[src/design/rgbled_pkg.sv]
`default_nettype none
package rgbled_pkg;

    localparam int unsigned LED_COUNT  = 64;
    localparam int unsigned HEAD_SLOTS = 300;
    localparam int unsigned TAIL_SLOTS = 200;

    localparam int unsigned LED_BITS    = 24;
    localparam int unsigned DATA_SLOTS  = LED_COUNT * LED_BITS;
    localparam int unsigned FRAME_SLOTS = HEAD_SLOTS + DATA_SLOTS + TAIL_SLOTS;
    localparam int unsigned SLOT_W      = $clog2(FRAME_SLOTS);
    localparam int unsigned LED_AW      = (LED_COUNT > 1) ? $clog2(LED_COUNT) : 1;
    localparam int unsigned LED_CW      = $clog2(LED_COUNT + 1);
    localparam int unsigned BIT_W       = $clog2(LED_BITS);

    localparam int unsigned OP_W      = 2;
    localparam int unsigned IDX_W     = 16;
    localparam int unsigned CH_W      = 8;
    localparam int unsigned CMP_W     = 16;
    localparam int unsigned PCT_W     = 7;
    localparam int unsigned PCT_FULL  = 100;
    localparam int unsigned CFG_IDX_W = 2;

    // Division by 100 through a reciprocal: exact for products below 25600.
    localparam int unsigned PROD_W      = CH_W + PCT_W;
    localparam int unsigned RECIP_SHIFT = 19;
    localparam int unsigned RECIP       = ((1 << RECIP_SHIFT) + PCT_FULL - 1) / PCT_FULL;
    localparam int unsigned RECIP_W     = 13;
    localparam int unsigned QMUL_W      = PROD_W + RECIP_W;

    localparam logic [OP_W-1:0] OP_SET_PIXEL = 2'd0;
    localparam logic [OP_W-1:0] OP_SET_ALL   = 2'd1;
    localparam logic [OP_W-1:0] OP_REFRESH   = 2'd2;
    localparam logic [OP_W-1:0] OP_TICK      = 2'd3;

    localparam logic [CFG_IDX_W-1:0] CFG_ZERO_CMP = 2'd0;
    localparam logic [CFG_IDX_W-1:0] CFG_ONE_CMP  = 2'd1;
    localparam logic [CFG_IDX_W-1:0] CFG_PCT      = 2'd2;

    typedef logic [LED_BITS-1:0] t_grb;

    typedef struct packed {
        logic              write;
        logic              fill;
        logic [LED_AW-1:0] addr;
        t_grb              word;
    } t_store_cmd;

endpackage
`default_nettype wire

[src/design/rgbled_scale.sv]
`default_nettype none
// Three-lane brightness scaler: multiply by percent, then divide by 100
// through a reciprocal multiply. Two register stages.
module rgbled_scale (
    input  wire logic                         i_clk,
    input  wire logic [rgbled_pkg::CH_W-1:0]  i_red,
    input  wire logic [rgbled_pkg::CH_W-1:0]  i_green,
    input  wire logic [rgbled_pkg::CH_W-1:0]  i_blue,
    input  wire logic [rgbled_pkg::PCT_W-1:0] i_pct,
    output rgbled_pkg::t_grb                  o_grb
);

    logic [rgbled_pkg::PROD_W-1:0] r_prod [3];
    logic [rgbled_pkg::CH_W-1:0]   r_quo  [3];
    logic [rgbled_pkg::CH_W-1:0]   chan   [3];
    logic [rgbled_pkg::QMUL_W-1:0] qmul   [3];

    assign chan[0] = i_green;
    assign chan[1] = i_red;
    assign chan[2] = i_blue;

    always_comb begin
        for (int k = 0; k < 3; k++) begin
            qmul[k] = rgbled_pkg::QMUL_W'(r_prod[k])
                    * rgbled_pkg::QMUL_W'(rgbled_pkg::RECIP);
        end
    end

    always_ff @(posedge i_clk) begin
        for (int k = 0; k < 3; k++) begin
            r_prod[k] <= rgbled_pkg::PROD_W'(chan[k]) * rgbled_pkg::PROD_W'(i_pct);
            r_quo[k]  <= qmul[k][rgbled_pkg::RECIP_SHIFT +: rgbled_pkg::CH_W];
        end
    end

    assign o_grb = {r_quo[0], r_quo[1], r_quo[2]};

endmodule
`default_nettype wire

[src/design/rgbled_store.sv]
`default_nettype none
// Pixel store: one synchronous RAM, per-entry valid bits and a fill word.
// An entry that is not valid reads as the fill word, so set-all only
// loads the fill word and drops every valid bit.
module rgbled_store (
    input  wire logic                          i_clk,
    input  wire logic                          i_rst_n,
    input  wire rgbled_pkg::t_store_cmd        i_cmd,
    input  wire logic [rgbled_pkg::LED_AW-1:0] i_rd_addr,
    output rgbled_pkg::t_grb                   o_rd_word
);

    rgbled_pkg::t_grb                     mem [rgbled_pkg::LED_COUNT];
    logic [rgbled_pkg::LED_COUNT-1:0]     r_valid;
    rgbled_pkg::t_grb                     r_fill;
    rgbled_pkg::t_grb                     r_mem_q;
    logic                                 r_valid_q;

    always_ff @(posedge i_clk) begin
        if (i_cmd.write) begin
            mem[i_cmd.addr] <= i_cmd.word;
        end
        r_mem_q <= mem[i_rd_addr];
    end

    always_ff @(posedge i_clk) begin
        if (!i_rst_n) begin
            r_valid   <= '0;
            r_fill    <= '0;
            r_valid_q <= 1'b0;
        end else begin
            r_valid_q <= r_valid[i_rd_addr];
            if (i_cmd.fill) begin
                r_valid <= '0;
                r_fill  <= i_cmd.word;
            end else if (i_cmd.write) begin
                r_valid[i_cmd.addr] <= 1'b1;
            end
        end
    end

    assign o_rd_word = r_valid_q ? r_mem_q : r_fill;

endmodule
`default_nettype wire

[src/design/rgb_led_strip_frame_encoder_top.sv]
`default_nettype none
// Channel    | Handshake               | Payload
// -----------+-------------------------+-------------------------------------------
// request    | start / busy            | i_opcode, i_led_index, i_red/green/blue
// result     | o_valid (one cycle)     | o_status, o_compare_value, o_slot_valid,
//            |                         | o_frame_done, o_sending
// config     | i_cfg_we                | i_cfg_index, i_cfg_data
//
// A request is taken on a clock edge where start is high and busy is low.
// Refresh and a tick while no frame is active answer in the next cycle.
// A tick during a frame answers from the tick state, with the store word that was read
// as the request was taken. Set-pixel and set-all pass the states MUL, DIV and WR, set
// by the two-stage scaler and the store write. Busy is high until the answer is registered.
// Reset is synchronous and active low and blanks the store at once; results cannot stall.
module rgb_led_strip_frame_encoder_top (
    input  wire logic                             i_clk,
    input  wire logic                             i_rst_n,
    input  wire logic                             start,
    output      logic                             busy,
    input  wire logic [rgbled_pkg::OP_W-1:0]      i_opcode,
    input  wire logic [rgbled_pkg::IDX_W-1:0]     i_led_index,
    input  wire logic [rgbled_pkg::CH_W-1:0]      i_red,
    input  wire logic [rgbled_pkg::CH_W-1:0]      i_green,
    input  wire logic [rgbled_pkg::CH_W-1:0]      i_blue,
    input  wire logic                             i_cfg_we,
    input  wire logic [rgbled_pkg::CFG_IDX_W-1:0] i_cfg_index,
    input  wire logic [rgbled_pkg::CMP_W-1:0]     i_cfg_data,
    output      logic                             o_valid,
    output      logic                             o_status,
    output      logic [rgbled_pkg::CMP_W-1:0]     o_compare_value,
    output      logic                             o_slot_valid,
    output      logic                             o_frame_done,
    output      logic                             o_sending
);

    // Sequencer states.
    localparam logic [2:0] ST_IDLE = 3'd0;
    localparam logic [2:0] ST_MUL  = 3'd1;
    localparam logic [2:0] ST_DIV  = 3'd2;
    localparam logic [2:0] ST_WR   = 3'd3;
    localparam logic [2:0] ST_TICK = 3'd4;

    localparam int unsigned SW = rgbled_pkg::SLOT_W;
    localparam logic [SW-1:0] DATA_START = SW'(rgbled_pkg::HEAD_SLOTS);
    localparam logic [SW-1:0] DATA_END   =
        SW'(rgbled_pkg::HEAD_SLOTS + rgbled_pkg::DATA_SLOTS);
    localparam logic [SW-1:0] LAST_SLOT  = SW'(rgbled_pkg::FRAME_SLOTS - 1);
    localparam logic [rgbled_pkg::BIT_W-1:0] LAST_BIT =
        rgbled_pkg::BIT_W'(rgbled_pkg::LED_BITS - 1);

    logic [2:0] r_state, n_state;

    // Request payload, held while the request is worked on.
    logic [rgbled_pkg::OP_W-1:0]  r_op, n_op;
    logic [rgbled_pkg::IDX_W-1:0] r_idx, n_idx;
    logic [rgbled_pkg::CH_W-1:0]  r_red, n_red, r_green, n_green, r_blue, n_blue;

    // Configuration registers.
    logic [rgbled_pkg::CMP_W-1:0] r_zero_cmp, n_zero_cmp, r_one_cmp, n_one_cmp;
    logic [rgbled_pkg::PCT_W-1:0] r_pct, n_pct;

    // Frame position: the slot count plus the LED and bit it points at in the
    // data part of the frame, so no division by 24 is needed.
    logic [SW-1:0]                    r_slot, n_slot;
    logic [rgbled_pkg::LED_CW-1:0]    r_led, n_led;
    logic [rgbled_pkg::BIT_W-1:0]     r_bit, n_bit;
    logic                             r_active, n_active;

    // Result registers.
    logic                         r_valid, n_valid;
    logic                         r_status, n_status;
    logic [rgbled_pkg::CMP_W-1:0] r_cmp, n_cmp;
    logic                         r_slot_valid, n_slot_valid;
    logic                         r_frame_done, n_frame_done;

    rgbled_pkg::t_store_cmd store_cmd;
    rgbled_pkg::t_grb       scaled_grb;
    rgbled_pkg::t_grb       rd_word;
    logic                   in_data;
    logic                   in_range;

    rgbled_scale u_scale (
        .i_clk   (i_clk),
        .i_red   (r_red),
        .i_green (r_green),
        .i_blue  (r_blue),
        .i_pct   (r_pct),
        .o_grb   (scaled_grb)
    );

    // The store is read at the current LED every cycle; on a tick the word
    // is ready in the cycle after the request is taken.
    rgbled_store u_store (
        .i_clk     (i_clk),
        .i_rst_n   (i_rst_n),
        .i_cmd     (store_cmd),
        .i_rd_addr (r_led[rgbled_pkg::LED_AW-1:0]),
        .o_rd_word (rd_word)
    );

    assign in_data  = (r_slot >= DATA_START) && (r_slot < DATA_END);
    assign in_range = r_idx < rgbled_pkg::IDX_W'(rgbled_pkg::LED_COUNT);

    always_comb begin
        n_state      = r_state;
        n_op         = r_op;
        n_idx        = r_idx;
        n_red        = r_red;
        n_green      = r_green;
        n_blue       = r_blue;
        n_zero_cmp   = r_zero_cmp;
        n_one_cmp    = r_one_cmp;
        n_pct        = r_pct;
        n_slot       = r_slot;
        n_led        = r_led;
        n_bit        = r_bit;
        n_active     = r_active;
        n_valid      = 1'b0;
        n_status     = 1'b0;
        n_cmp        = '0;
        n_slot_valid = 1'b0;
        n_frame_done = 1'b0;
        store_cmd    = '0;

        // Configuration writes are expected only while no request is in flight.
        if (i_cfg_we) begin
            case (i_cfg_index)
                rgbled_pkg::CFG_ZERO_CMP: n_zero_cmp = i_cfg_data;
                rgbled_pkg::CFG_ONE_CMP:  n_one_cmp  = i_cfg_data;
                rgbled_pkg::CFG_PCT: begin
                    // A brightness above full scale in the low PCT_W bits saturates; higher bits are ignored.
                    if (i_cfg_data[rgbled_pkg::PCT_W-1:0] >
                        rgbled_pkg::PCT_W'(rgbled_pkg::PCT_FULL)) begin
                        n_pct = rgbled_pkg::PCT_W'(rgbled_pkg::PCT_FULL);
                    end else begin
                        n_pct = i_cfg_data[rgbled_pkg::PCT_W-1:0];
                    end
                end
                default: ;
            endcase
        end

        case (r_state)
            ST_IDLE: begin
                if (start) begin
                    n_op    = i_opcode;
                    n_idx   = i_led_index;
                    n_red   = i_red;
                    n_green = i_green;
                    n_blue  = i_blue;
                    case (i_opcode)
                        rgbled_pkg::OP_SET_PIXEL,
                        rgbled_pkg::OP_SET_ALL: begin
                            n_state = ST_MUL;
                        end
                        rgbled_pkg::OP_REFRESH: begin
                            // Restart the frame from its first head slot.
                            n_slot   = '0;
                            n_led    = '0;
                            n_bit    = '0;
                            n_active = 1'b1;
                            n_valid  = 1'b1;
                        end
                        rgbled_pkg::OP_TICK: begin
                            if (r_active) begin
                                n_state = ST_TICK;
                            end else begin
                                // A tick with no frame running sends nothing.
                                n_valid = 1'b1;
                            end
                        end
                        default: ;
                    endcase
                end
            end
            ST_MUL: n_state = ST_DIV;
            ST_DIV: n_state = ST_WR;
            ST_WR: begin
                n_state        = ST_IDLE;
                n_valid        = 1'b1;
                store_cmd.word = scaled_grb;
                store_cmd.addr = r_idx[rgbled_pkg::LED_AW-1:0];
                if (r_op == rgbled_pkg::OP_SET_ALL) begin
                    store_cmd.fill = 1'b1;
                end else if (in_range) begin
                    store_cmd.write = 1'b1;
                end else begin
                    n_status = 1'b1;
                end
            end
            ST_TICK: begin
                n_state      = ST_IDLE;
                n_valid      = 1'b1;
                n_slot_valid = 1'b1;
                // Bits go out most significant first: G, then R, then B.
                if (in_data) begin
                    n_cmp = rd_word[LAST_BIT - r_bit] ? r_one_cmp : r_zero_cmp;
                end
                if (r_slot == LAST_SLOT) begin
                    n_frame_done = 1'b1;
                    n_active     = 1'b0;
                    n_slot       = '0;
                    n_led        = '0;
                    n_bit        = '0;
                end else begin
                    n_slot = r_slot + 1'b1;
                    if (in_data) begin
                        if (r_bit == LAST_BIT) begin
                            n_bit = '0;
                            n_led = r_led + 1'b1;
                        end else begin
                            n_bit = r_bit + 1'b1;
                        end
                    end
                end
            end
            default: n_state = ST_IDLE;
        endcase
    end

    always_ff @(posedge i_clk) begin
        if (!i_rst_n) begin
            r_state    <= ST_IDLE;
            r_zero_cmp <= '0;
            r_one_cmp  <= '0;
            r_pct      <= rgbled_pkg::PCT_W'(rgbled_pkg::PCT_FULL);
            r_slot     <= '0;
            r_led      <= '0;
            r_bit      <= '0;
            r_active   <= 1'b0;
            r_valid    <= 1'b0;
        end else begin
            r_state    <= n_state;
            r_zero_cmp <= n_zero_cmp;
            r_one_cmp  <= n_one_cmp;
            r_pct      <= n_pct;
            r_slot     <= n_slot;
            r_led      <= n_led;
            r_bit      <= n_bit;
            r_active   <= n_active;
            r_valid    <= n_valid;
        end
    end

    always_ff @(posedge i_clk) begin
        r_op         <= n_op;
        r_idx        <= n_idx;
        r_red        <= n_red;
        r_green      <= n_green;
        r_blue       <= n_blue;
        r_status     <= n_status;
        r_cmp        <= n_cmp;
        r_slot_valid <= n_slot_valid;
        r_frame_done <= n_frame_done;
    end

    assign busy            = (r_state != ST_IDLE);
    assign o_valid         = r_valid;
    assign o_status        = r_status;
    assign o_compare_value = r_cmp;
    assign o_slot_valid    = r_slot_valid;
    assign o_frame_done    = r_frame_done;
    assign o_sending       = r_active;

endmodule
`default_nettype wire

[config.mk]
export PLATFORM = sky130hd
export DESIGN_NAME = rgb_led_strip_frame_encoder_top
export DESIGN_NICKNAME = d
export VERILOG_FILES = /design/src/design/rgbled_pkg.sv /design/src/design/rgbled_scale.sv /design/src/design/rgbled_store.sv /design/src/design/rgb_led_strip_frame_encoder_top.sv
export SDC_FILE = /design/constraint.sdc
export NUM_CORES = 2
export LEC_CHECK = 0
export BUFFER_PORTS_ARGS = -buffer_cell sky130_fd_sc_hd__buf_2
export CAP_MARGIN = 20
export CORE_MARGIN = 4
export CORE_UTILIZATION = 55
export CTS_CLUSTER_SIZE = 30
export DETAILED_ROUTE_END_ITERATION = 6
export PLACE_DENSITY = 0.76
export SLEW_MARGIN = 5
export SYNTH_ARGS = -nofsm -noshare
export SYNTH_HDL_FRONTEND = slang
export SYNTH_SLANG_ARGS = --single-unit
[constraint.sdc]
create_clock -name i_clk -period 7.8 [get_ports i_clk]
set_input_delay 0.39 -clock i_clk [delete_from_list [all_inputs] [get_ports i_clk]]
set_output_delay 0.39 -clock i_clk [all_outputs]
set_load 0.1 [all_outputs]
==> results.txt <==
- Result of the run: complete, no violations
* Count of fill cells added during filler insertion: 10.3k
* Total number of clock tree sinks: 1,845
- Based on the critical path, the design can be clocked at up to 186 MHz.
- 1st-pass router iterations: 5
- Max-cap violations in this run came to 0.
* Count of placed standard cells in the final layout, fillers left out: 7,271
- For the pin with the worst max-slew slack, the measured transition is 1200 ps.
- Static leakage: 0.0373 µW
- Minimum period implied by the final worst setup slack: 5380 ps
- Cell family contributing the most delay on the critical path: adder cells
- Final Net Count: 5,836
* Core box area: 0.152 mm²
- Entering global routing, the biggest net connects 137 pins.
- Crit. Startpoint: u_scale.r_prod[0][10]
- Setup violation total in the final timing report: 0
- Part of the cycle the worst path needs: 69.0%
- In this run, synthesis produced a sequential element count of 1,845.
- H-tree Lvls: 4
* TritonCTS clock tree: done
- The number of antenna violations at the first check in global routing came to 3.
- Data arrival time at the worst-slack endpoint: 6130 ps
- Synthesized area: 0.0843 mm²
* Total number of placement rows: 143
* Hold violation count in the final report: 0
- Yosys mapped a number of flops with a built-in enable equal to 1,578.
- In this design, the stage delay of the slowest critical-path cell is 920 ps.
- Post-CTS repair changed the size of 0 cells.
- STA puts the critical path data required time at 8540 ps.
- For this run, the total global-route usage over all layers was measured as 25.8%.
- Number of distinct library cell variants in the gate-level netlist after synthesis: 64
* Setup slack of the critical path after layout: 2420 ps
- Die area: 0.160 mm²
- Buffering stage count on the worst path with inverters included: 4
- Synthesis produced a netlist whose cell count is 4,833.
* Total Power: 40,500 µW
- The number of global-route vias before repair came to 46.5k.
* Chain of cells forming the critical path: fa_1 -> ha_1 -> inv_1 -> fa_1 -> inv_1 -> fa_1 -> inv_1 -> fa_1 -> inv_1 -> ha_1 -> nand4_1 -> a211oi_1 -> a211oi_1 -> a2111oi_0 -> nor3_1 -> o211ai_1 -> xor2_1
- In this run the post-CTS setup repair buffer count came out at 0.
- Boundary Pins: 86
- Clock latency on the worst-skew pair, taken at its later pin, is 850 ps.
- The worst hold path was traced through 4 stages.
- Fraction of synthesis flops using an asynchronous set or reset pin: 0%
- Prior to clock tree synthesis, the placed netlist has a worst setup slack of 2460 ps.
- The worst register-to-register path begins at u_scale.r_prod[0][10].
* Number of warnings printed during yosys synthesis: 0
- From synthesis to final layout, the design area changed by 12.2%.
- For the final database, setup skew stands at 83.4 ps.
* Slowest cell on crit path: sky130_fd_sc_hd__a2111oi_0
- The worst register-to-register path has a setup slack of 2420 ps.
* Antenna-violating nets left: 0
* Starting density of the core: 55.4%
- Hold Crit Start: i_cfg_index[0]
- IR analysis of the VDD net gives a maximum drop of 1.01 mV.
* Maximum fanout encountered on the critical timing path: 6
* Routability congestion estimate: 0.837
- Summed over all layers, the global routing overflow is 0.
- Root buffer cell: sky130_fd_sc_hd__clkbuf_16
- Counting buffers and inverters, the worst setup path is 17 cells deep.
- After detailed routing, the average wire length per cell comes to 27.7 µm.
* TritonCTS Buffers: 178
- Fin util: 62.2%
- The die is 400 µm wide.
- Share of layout cells above drive strength 1: 21.1%
- Dividing the synthesized area by the synthesized cell count gives 17.4 µm².
- DRC viols: 0
- In this run the tightest slew margin relative to its limit is 19.7%.
- The number of placed instances, taps included, is 6,865.
- Footprint of the flip-flops and latches: 0.0528 mm²
* Setup TNS: 0 ps
- Vias per inst: 6.17
* Clock tree buffer depth: 3
- The path class of the tightest hold or removal check is in -> reg.
* Wire length of the first global-routing pass: 302 mm
- Top_reg_cell synth: sky130_fd_sc_hd__edfxtp_1
* Kind of capture point of the worst setup path: flop
- Summed over all nets, the half-perimeter wirelength after detailed placement is 110 mm.
* IO Port Bufs: 85
* Footprint of the multi-input gates: 0.0291 mm²
- The max-slew violation count is 0.
- Unrepaired setup endpoints after global routing: false
- Hold repair after CTS inserted 61 buffers.
- Post-Syn Nets: 5,586
* Areal power density over the cells: 428 mW/mm²
- Post-synthesis sequential area ratio: 62.5%
- STA classifies the critical path startpoint as a flop.
* Violation count after the first detailed-route iteration: 5,534
- Critical path class: reg -> reg
* Logic depth of the worst register-to-register path: 17
* Total wirelength of the detailed-routed design: 202 mm
- The routed layout has 44.8k vias.
* Die height: 400 µm
- After clock tree synthesis, the clock-pin slew on the worst setup and hold paths is 60 ps.
flip-flops by register name (all words and copies together) (netlist names), 2 cells and up:
signal           flops
u_store.mem       1536
u_store.r_valid     64
u_scale.r_prod      45
u_scale.r_quo       24
u_store.r_fill      24
u_store.r_mem_q     24
o_compare_value     16
r_idx               16
r_one_cmp           16
r_zero_cmp          16
r_slot              11
r_blue               8
r_green              8
r_red                8
r_pct                7
r_led                6
r_bit                5
r_state              3
r_op                 2
layout make-up:
class | instances | share of cell area (%)
clock buffer | 218 | 4.92
sequential | 1845 | 55.8
inverter | 532 | 2.11
timing repair buffer | 249 | 2.16
antenna | 1 | 0.00264
tap | 2030 | 2.68
clock inverter | 119 | 1.57
multi-input combinational | 2277 | 30.8
per-stage QoR:
step                      cell area (µm²)  hold WS [ps]
after floorplan                     84300           435
after global placement              87600           441
after detailed placement            87700           447
after CTS                           94400          3.43
after global routing                94600          58.1
final                               94600          70.7
cells in the final DEF (no fill, tap or decap), drive strengths merged, types with 5 or more instances in the layout:
| cell type | n |
|---|---|
| o211ai | 5 |
| mux2i | 38 |
| inv | 541 |
| nand4 | 12 |
| edfxtp | 1578 |
| bufinv | 23 |
| xnor2 | 54 |
| a211oi | 15 |
| nor2b | 17 |
| fa | 291 |
| o21a | 67 |
| nand3b | 8 |
| mux4 | 512 |
| o21ai | 56 |
| nor3 | 18 |
| buf | 188 |
| nand3 | 39 |
| dfxtp | 267 |
| clkbuf | 218 |
| clkinv | 74 |
| dlygate4sd3 | 61 |
| nand2 | 213 |
| a21o | 22 |
| a22o | 24 |
| ha | 398 |
| o31ai | 5 |
| or3 | 7 |
| and3 | 7 |
| or2 | 7 |
| a31o | 5 |
| a21oi | 95 |
| o21bai | 10 |
| xor2 | 28 |
| clkinvlp | 13 |
| nor2 | 113 |
| nor4 | 6 |
| and2 | 133 |
| mux2 | 18 |
| a31oi | 9 |
worst register-to-register path, stage by stage (launching register included):
cell                        delay [ps]
sky130_fd_sc_hd__dfxtp_1           550
sky130_fd_sc_hd__fa_1              500
sky130_fd_sc_hd__ha_1              290
sky130_fd_sc_hd__inv_1              50
sky130_fd_sc_hd__fa_1              530
sky130_fd_sc_hd__inv_1              50
sky130_fd_sc_hd__fa_1              480
sky130_fd_sc_hd__inv_1              50
sky130_fd_sc_hd__fa_1              470
sky130_fd_sc_hd__inv_1              40
sky130_fd_sc_hd__ha_1              280
sky130_fd_sc_hd__nand4_1            80
sky130_fd_sc_hd__a211oi_1          230
sky130_fd_sc_hd__a211oi_1          140
sky130_fd_sc_hd__a2111oi_0         920
sky130_fd_sc_hd__nor3_1            220
sky130_fd_sc_hd__o211ai_1          290
sky130_fd_sc_hd__xor2_1            180
final timing paths:
kind	endpoint
min reg2reg	r_one_cmp[10]
min	r_zero_cmp[13]
max reg2reg	u_scale.r_quo[0][5]
max	u_scale.r_quo[0][5]
synth_stat cells, drive strengths merged (3+ instances only):
cell type,number,area share [%]
o21a,67,0.60
mux4,512,14
a211oi,15,0.13
nand3,39,0.23
a21oi,95,0.56
a22o,24,0.25
buf,71,0.44
mux2i,38,0.45
a41oi,3,0.031
inv,532,2.4
a22oi,3,0.027
nor4,6,0.045
and4,3,0.031
nand4,12,0.089
a21o,22,0.20
nand2,213,0.95
o21bai,10,0.089
or2,7,0.052
and2,133,0.99
or3,7,0.052
xor2,28,0.29
edfxtp,1578,56
a211o,4,0.042
fa,291,6.9
o21ai,56,0.33
o31ai,5,0.045
nor2b,17,0.13
mux2,18,0.24
and3,7,0.052
nor3,18,0.12
xnor2,54,0.56
o22ai,4,0.030
clkbuf,108,0.48
a31oi,9,0.067
ha,398,5.9
nor2,113,0.50
dfxtp,267,6.3
nand2b,3,0.022
and3b,4,0.042
a31o,5,0.052
o211ai,5,0.045
nand3b,8,0.071
power breakdown:
part | total [µW] | switching [µW] | internal (µW)
sequential | 11300 | 327 | 11000
combinational | 20200 | 11400 | 8800
clock | 8970 | 3880 | 5090
total | 40500 | 15600 | 24900
logic make-up after synthesis:
logic type,share of synthesized area (%)
AO/OA/AOI/OAI,2.67
XOR/XNOR,0.852
adder cells (fa/ha/maj),12.8
buffers and inverters,3.29
flip-flops,62.5
multiplexers,14.4
AND/OR/NAND/NOR,3.45
metal layers:
layer	track usage, %	vias to the layer above	share of wire, %
li1	-	18700	-
met1	35.6	23200	38
met2	41.3	2515	48
met3	5.64	377	10
met4	8.75	6	3.2
met5	0	-	0.021
(Power assumes the default switching activity.)
